<file path="src/hw/rtl/dbtw_pkg.sv">
// Shared constants, codes and types of the depth buffer test-write block.
package dbtw_pkg;

    // Store geometry.
    localparam int MAX_WIDTH   = 512;
    localparam int MAX_HEIGHT  = 512;
    localparam int STORE_DEPTH = MAX_WIDTH * MAX_HEIGHT;
    localparam int STORE_AW    = (STORE_DEPTH > 1) ? $clog2(STORE_DEPTH) : 1;

    // Widths of effective dimensions (hold MAX itself) and of pixel indexes.
    localparam int XDIM_W = $clog2(MAX_WIDTH + 1);
    localparam int YDIM_W = $clog2(MAX_HEIGHT + 1);
    localparam int XIDX_W = (MAX_WIDTH > 1) ? $clog2(MAX_WIDTH) : 1;
    localparam int YIDX_W = (MAX_HEIGHT > 1) ? $clog2(MAX_HEIGHT) : 1;

    // Field widths.
    localparam int REQ_W      = 2;
    localparam int PIX_W      = 12;
    localparam int DIN_W      = 26;
    localparam int COORD_W    = 18;
    localparam int DEPTH_W    = 25;
    localparam int CFG_DIM_W  = 10;
    localparam int CFG_IDX_W  = 2;
    localparam int CFG_DATA_W = 25;

    // Depth of 1.0 with 24 fraction bits.
    localparam logic [DEPTH_W-1:0] DEPTH_ONE = DEPTH_W'(16777216);

    // Half a pixel in Q16 for round to nearest.
    localparam int HALF_Q16 = 32768;
    localparam int FRAC_Q16 = 16;

    // Request codes.
    localparam logic [REQ_W-1:0] REQ_WRITE  = 2'd0;
    localparam logic [REQ_W-1:0] REQ_READ   = 2'd1;
    localparam logic [REQ_W-1:0] REQ_SAMPLE = 2'd2;
    localparam logic [REQ_W-1:0] REQ_CLEAR  = 2'd3;

    // Configuration register indexes.
    localparam logic [CFG_IDX_W-1:0] CFG_WIDTH_IN_USE  = 2'd0;
    localparam logic [CFG_IDX_W-1:0] CFG_HEIGHT_IN_USE = 2'd1;
    localparam logic [CFG_IDX_W-1:0] CFG_CLEAR_DEPTH   = 2'd2;

    // One held request.
    typedef struct packed {
        logic [REQ_W-1:0]          req_type;
        logic signed [PIX_W-1:0]   pix_x;
        logic signed [PIX_W-1:0]   pix_y;
        logic signed [DIN_W-1:0]   depth_in;
        logic signed [COORD_W-1:0] coord_u;
        logic signed [COORD_W-1:0] coord_v;
    } req_pkt_t;

    // Step enables for the address mapper.
    typedef struct packed {
        logic mul_en;
        logic coord_en;
        logic addr_en;
    } map_ctl_t;

    // Address mapper result.
    typedef struct packed {
        logic [STORE_AW-1:0] addr;
        logic                in_area;
    } map_res_t;

    // Single-port store access.
    typedef struct packed {
        logic                wr_en;
        logic                rd_en;
        logic [STORE_AW-1:0] addr;
        logic [DEPTH_W-1:0]  wr_data;
    } mem_ctl_t;

endpackage

</file>
<file path="src/hw/rtl/dbtw_map.sv">
// Pixel and sample coordinate mapping to a store address, in three steps.
module dbtw_map
    import dbtw_pkg::*;
(
    input  logic              clk,
    input  map_ctl_t          ctl,
    input  req_pkt_t          req_q,
    input  logic [XDIM_W-1:0] eff_w,
    input  logic [YDIM_W-1:0] eff_h,
    output map_res_t          res
);
    localparam int PRODU_W = COORD_W + XDIM_W + 1;
    localparam int PRODV_W = COORD_W + YDIM_W + 1;
    localparam int PU_W    = PRODU_W + 1 - FRAC_Q16;
    localparam int PV_W    = PRODV_W + 1 - FRAC_Q16;
    localparam int CMPU_W  = (PU_W > XDIM_W) ? PU_W : XDIM_W;
    localparam int CMPV_W  = (PV_W > YDIM_W) ? PV_W : YDIM_W;
    localparam int AFULL_W = YIDX_W + XDIM_W + 1;

    logic [XDIM_W-1:0]         wm1;
    logic [YDIM_W-1:0]         hm1;
    logic signed [XDIM_W:0]    wm1_s;
    logic signed [YDIM_W:0]    hm1_s;
    logic signed [PRODU_W-1:0] prod_u_reg;
    logic signed [PRODV_W-1:0] prod_v_reg;
    logic signed [PRODU_W:0]   sum_u;
    logic signed [PRODV_W:0]   sum_v;
    logic [PU_W-1:0]           pu;
    logic [PV_W-1:0]           pv;
    logic [XIDX_W-1:0]         sx;
    logic [YIDX_W-1:0]         sy;
    logic                      pix_inside;
    logic [XIDX_W-1:0]         x_reg;
    logic [XIDX_W-1:0]         x_next;
    logic [YIDX_W-1:0]         y_reg;
    logic [YIDX_W-1:0]         y_next;
    logic                      inside_reg;
    logic                      inside_next;
    logic [AFULL_W-1:0]        addr_full;
    logic [STORE_AW-1:0]       addr_reg;

    assign wm1   = eff_w - XDIM_W'(1);
    assign hm1   = eff_h - YDIM_W'(1);
    assign wm1_s = $signed({1'b0, wm1});
    assign hm1_s = $signed({1'b0, hm1});

    // Step one: scale the sample coordinates by the last pixel index.
    always_ff @(posedge clk)
    begin
        if (ctl.mul_en)
        begin
            prod_u_reg <= PRODU_W'(req_q.coord_u) * PRODU_W'(wm1_s);
            prod_v_reg <= PRODV_W'(req_q.coord_v) * PRODV_W'(hm1_s);
        end
    end

    // Round to nearest, then clamp into the active area.
    always_comb
    begin
        sum_u = (PRODU_W + 1)'(prod_u_reg) + (PRODU_W + 1)'(HALF_Q16);
        sum_v = (PRODV_W + 1)'(prod_v_reg) + (PRODV_W + 1)'(HALF_Q16);
        pu    = sum_u[PRODU_W:FRAC_Q16];
        pv    = sum_v[PRODV_W:FRAC_Q16];
        if (sum_u[PRODU_W])
            sx = '0;
        else if (CMPU_W'(pu) > CMPU_W'(wm1))
            sx = XIDX_W'(wm1);
        else
            sx = XIDX_W'(pu);
        if (sum_v[PRODV_W])
            sy = '0;
        else if (CMPV_W'(pv) > CMPV_W'(hm1))
            sy = YIDX_W'(hm1);
        else
            sy = YIDX_W'(pv);
    end

    // Step two: pick the pixel and test it against the active area.
    always_comb
    begin
        pix_inside = (req_q.pix_x >= 0) && (req_q.pix_x < $signed({1'b0, eff_w}))
            && (req_q.pix_y >= 0) && (req_q.pix_y < $signed({1'b0, eff_h}));
        if (req_q.req_type == REQ_SAMPLE)
        begin
            x_next      = sx;
            y_next      = sy;
            inside_next = 1'b1;
        end
        else
        begin
            x_next      = XIDX_W'(req_q.pix_x);
            y_next      = YIDX_W'(req_q.pix_y);
            inside_next = pix_inside;
        end
    end

    always_ff @(posedge clk)
    begin
        if (ctl.coord_en)
        begin
            x_reg      <= x_next;
            y_reg      <= y_next;
            inside_reg <= inside_next;
        end
    end

    // Step three: row-major address with the active width as stride.
    assign addr_full = AFULL_W'(y_reg) * AFULL_W'(eff_w) + AFULL_W'(x_reg);

    always_ff @(posedge clk)
    begin
        if (ctl.addr_en)
            addr_reg <= addr_full[STORE_AW-1:0];
    end

    assign res.addr    = addr_reg;
    assign res.in_area = inside_reg;

endmodule

</file>
<file path="config.mk">
export PLATFORM = sky130hd
export DESIGN_NAME = dbtw_map
export DESIGN_NICKNAME = d
export VERILOG_FILES = /design/src/hw/rtl/dbtw_pkg.sv /design/src/hw/rtl/dbtw_map.sv
export SDC_FILE = /design/constraint.sdc
export NUM_CORES = 1
export LEC_CHECK = 0
export BUFFER_PORTS_ARGS = -buffer_cell sky130_fd_sc_hd__buf_2
export CAP_MARGIN = 20
export CORE_MARGIN = 3
export CORE_UTILIZATION = 56
export DETAILED_ROUTE_END_ITERATION = 12
export HOLD_SLACK_MARGIN = 0.1
export PLACE_DENSITY_LB_ADDON = 0.1
export SLEW_MARGIN = 25
export SYNTH_ARGS = -nofsm -noshare
export SYNTH_HDL_FRONTEND = slang
export SYNTH_SLANG_ARGS = --single-unit
</file>
<file path="constraint.sdc">
create_clock -name clk -period 9.7 [get_ports clk]
set_input_delay 0.97 -clock clk [delete_from_list [all_inputs] [get_ports clk]]
set_output_delay 0.97 -clock clk [all_outputs]
set_load 0.05 [all_outputs]
</file>
==> results.toml <==
[run_status]
outcome = "complete, no violations"

[route]
drt_wl_total_mm = 42.2
dr.pass1.iters = 5
drc_errors = 0
via_count = 14003
wl_per_cell_um = 16.0
drt_iter0_drc = 665
ant_nets = 0
average_vias_per_placed_instance = 5.30

[final_layout]
num-fill-cells = 3031
multiInputGateArea_um2 = 15500
finish.instance_area_um2 = 20800
largest_register_ffs = 18
layout-drive-gt1-share = 0.0725
syn2layout_area_growth_pct = 6.18
final_core_util = 0.612
register_area_um2 = 1950
finalNetCount = 2899

[die]
core_area_um2 = 34000
floorplan.io_pins = 131
die_outline_area_um2 = 37300
fp.dieW_um = 193
row_count = 67
floorplan.initialDensity = 0.577
die-height_um = 193

[synthesis]
syn-mean-instance-area_um2 = 9.12
synthesis.area_um2 = 19600
synth_top_area_frac = 0.389
yosysTopAreaCell = "sky130_fd_sc_hd__fa_1"
synth.top_cells.by_count = "503 x sky130_fd_sc_hd__inv_1, 381 x sky130_fd_sc_hd__fa_1, 295 x sky130_fd_sc_hd__nand2_1, 218 x sky130_fd_sc_hd__ha_1, 126 x sky130_fd_sc_hd__nor2b_1"
async_reset_ff_frac = 0
post_synthesis_sequential_area_ratio = 0.0995
synth-edff-count = 65
synth_cells = 2151
synth_fp_nets = 2862
ys_ff_latch = 65
yosys.cell_types.count = 63
synth.top_cells.by_area = "sky130_fd_sc_hd__fa_1 39%, sky130_fd_sc_hd__ha_1 14%, sky130_fd_sc_hd__edfxtp_1 9.9%"
most_used_dff_post_synth = "sky130_fd_sc_hd__edfxtp_1"
synth.most_common_cell = "sky130_fd_sc_hd__inv_1"
synth_warnings = 0

[worst_setup_path]
end_kind = "register"
required_ns = 9.76
critical_path_peak_fanout = 16
arrival_ns = 7.66
cp-start-kind = "primary input"
path_class = "in2reg"

[grt]
grt.total_usage = 0.238
globalRoute.totalOverflow = 0
grt_pass1_wl_mm = 71.1
antenna_found_initial = 1
grt_start_max_net_pins = 29
via_count_of_the_first_global_routing_pass = 14743

[clocking]
clk_pin_slew_ns = 0.06
holdBufCountCts = 0
cts_inserted_buffers = 9
root_buffer = "sky130_fd_sc_hd__clkbuf_16"
ctsHtreeMaxLevel = 3
clock_latency_ns = 0.34
cts_tree = "built"
clk_path_buf_depth = 2
clock_sink_count = 65
post_cts.resized_instances = 0
post-cts-setup-buffers = 0

[sta]
fin_worst_skew_ns = 0.00906
max_freq_mhz = 132
totalNegativeSetupSlack_ns = 0
slew-limit-headroom = 0.353
hold_viol = 0
max_slew.worst_pin.slew_ns = 0.966
rsz0062_at_grt = "no"
final_period_minus_worst_setup_slack_ns = 7.59
final_min_period_over_clock_period = 0.783
fin_hold_ws_ns = 0.582
drv_slew = 0
setup_viol = 0

[power]
pwr_density_cell_nw_per_um2 = 315
clock_power_share = 0.054
power.share.sequential = 0.119
internal_portion_of_total_power_mw = 3.30
sw_frac_of_total = 0.496
p_leak_nw = 10.6
power.share.combinational = 0.828
fin_total_pwr_mw = 6.55
vdd_ir_drop_max_uv = 325
reported_net_switching_power_mw = 3.25

[placement]
gp_congestion = 0.873
port-buffer-count = 104
dp_hpwl_mm = 35.6
post_dp_cell_area_um2 = 20500

[flow_run]
cap_violations = 0

[hold_path]
hold_class = "reg2reg"
final cells by class:
class / count / share of cell area
clock inverter: 7 / 0.00450
tap: 448 / 0.0269
multi-input combinational: 1492 / 0.744
sequential: 65 / 0.0937
antenna: 1 / 0.000120
timing repair buffer: 117 / 0.0297
clock buffer: 9 / 0.0108
inverter: 503 / 0.0906
metal layers:
metal | share of wire | vias up | GRT usage | routed length (µm)
met5 | 0 | - | 0 | 0
met4 | 0.021 | 0 | 0.0573 | 877
met3 | 0.043 | 64 | 0.0253 | 1810
met2 | 0.48 | 305 | 0.401 | 20200
met1 | 0.46 | 7049 | 0.336 | 19300
li1 | - | 6585 | - | -
stage by stage:
step           setup slack [ns]  std cells
2_1_floorplan              2.90       2151
3_3_place_gp               1.95       2625
3_5_place_dp               1.77       2625
4_1_cts                    2.11       2641
5_1_grt                    1.73       2642
6_report                   2.11       2642
cell usage in the layout, fill, tap and decap left out, drive strengths merged, types with 2 or more instances in the layout:
cell type,instances
o21bai,3
nand4b,2
a41oi,2
inv,504
a31oi,3
nand3b,3
clkinv,2
or3,4
o21a,12
a22o,4
nor4,5
nor2,37
xor2,21
a32o,2
o2111ai,2
clkbuf,9
xnor2,66
edfxtp,65
a21o,19
nand2b,13
nor2b,126
o211ai,12
buf,117
o21ai,27
fa,381
o31ai,4
nand2,295
a21oi,43
nor3,17
a211oi,8
a41o,2
nand4,15
nand3,32
and2,83
and3,8
bufinv,2
mux2i,2
or2,5
ha,218
clkinvlp,2
final timing paths:
path	startpoint	end	slack (ns)	cells after the start
max	eff_h[0]	prod_v_reg[28]$_DFFE_PP_	2.11	24
max reg2reg	y_reg[0]$_DFFE_PP_	addr_reg[17]$_DFFE_PP_	4.39	18
min reg2reg	x_reg[0]$_DFFE_PP_	addr_reg[0]$_DFFE_PP_	0.58	1
min	x_reg[0]$_DFFE_PP_	addr_reg[0]$_DFFE_PP_	0.58	1
cells by family (layout without fill, tap and decap cells):
group,count (synthesis),count (layout),synth area share
compound gates,153,153,0.0539
xor+xnor,87,87,0.0388
simple gates,650,650,0.164
other cells,0,1,0
buf+inv,594,636,0.114
mux,3,3,0.00179
flops,65,65,0.0995
fa+ha+maj,599,599,0.528
power groups by stage:
stage / logic (mW) / clock network (mW) / registers (mW)
5_1_grt: 6.28 / 0.369 / 0.793
4_1_cts: 5.49 / 0.355 / 0.778
2_1_floorplan: 4.27 / 0 / 0.883
3_5_place_dp: 5.45 / 0 / 0.784
3_3_place_gp: 5.29 / 0 / 0.779
6_report: 5.42 / 0.351 / 0.779
worst max-delay path: stages:
cell and delay, ns:
sky130_fd_sc_hd__buf_2 0.23, sky130_fd_sc_hd__inv_1 0.31, sky130_fd_sc_hd__ha_1 0.27, sky130_fd_sc_hd__nand4_1 0.21, sky130_fd_sc_hd__xnor2_2 0.79, sky130_fd_sc_hd__nand2_1 0.17
sky130_fd_sc_hd__fa_1 0.53, sky130_fd_sc_hd__inv_1 0.05, sky130_fd_sc_hd__fa_1 0.56, sky130_fd_sc_hd__fa_1 0.44, sky130_fd_sc_hd__fa_1 0.49, sky130_fd_sc_hd__inv_1 0.05
sky130_fd_sc_hd__fa_1 0.47, sky130_fd_sc_hd__inv_1 0.04, sky130_fd_sc_hd__ha_1 0.30, sky130_fd_sc_hd__nand3_1 0.12, sky130_fd_sc_hd__a21oi_1 0.07, sky130_fd_sc_hd__a2111oi_2 0.47
sky130_fd_sc_hd__a211oi_2 0.19, sky130_fd_sc_hd__o21ai_1 0.22, sky130_fd_sc_hd__nand3_1 0.13, sky130_fd_sc_hd__a31o_1 0.25, sky130_fd_sc_hd__a21oi_1 0.17, sky130_fd_sc_hd__xnor2_1 0.10
Note: power is estimated with default switching activity, not from simulation.
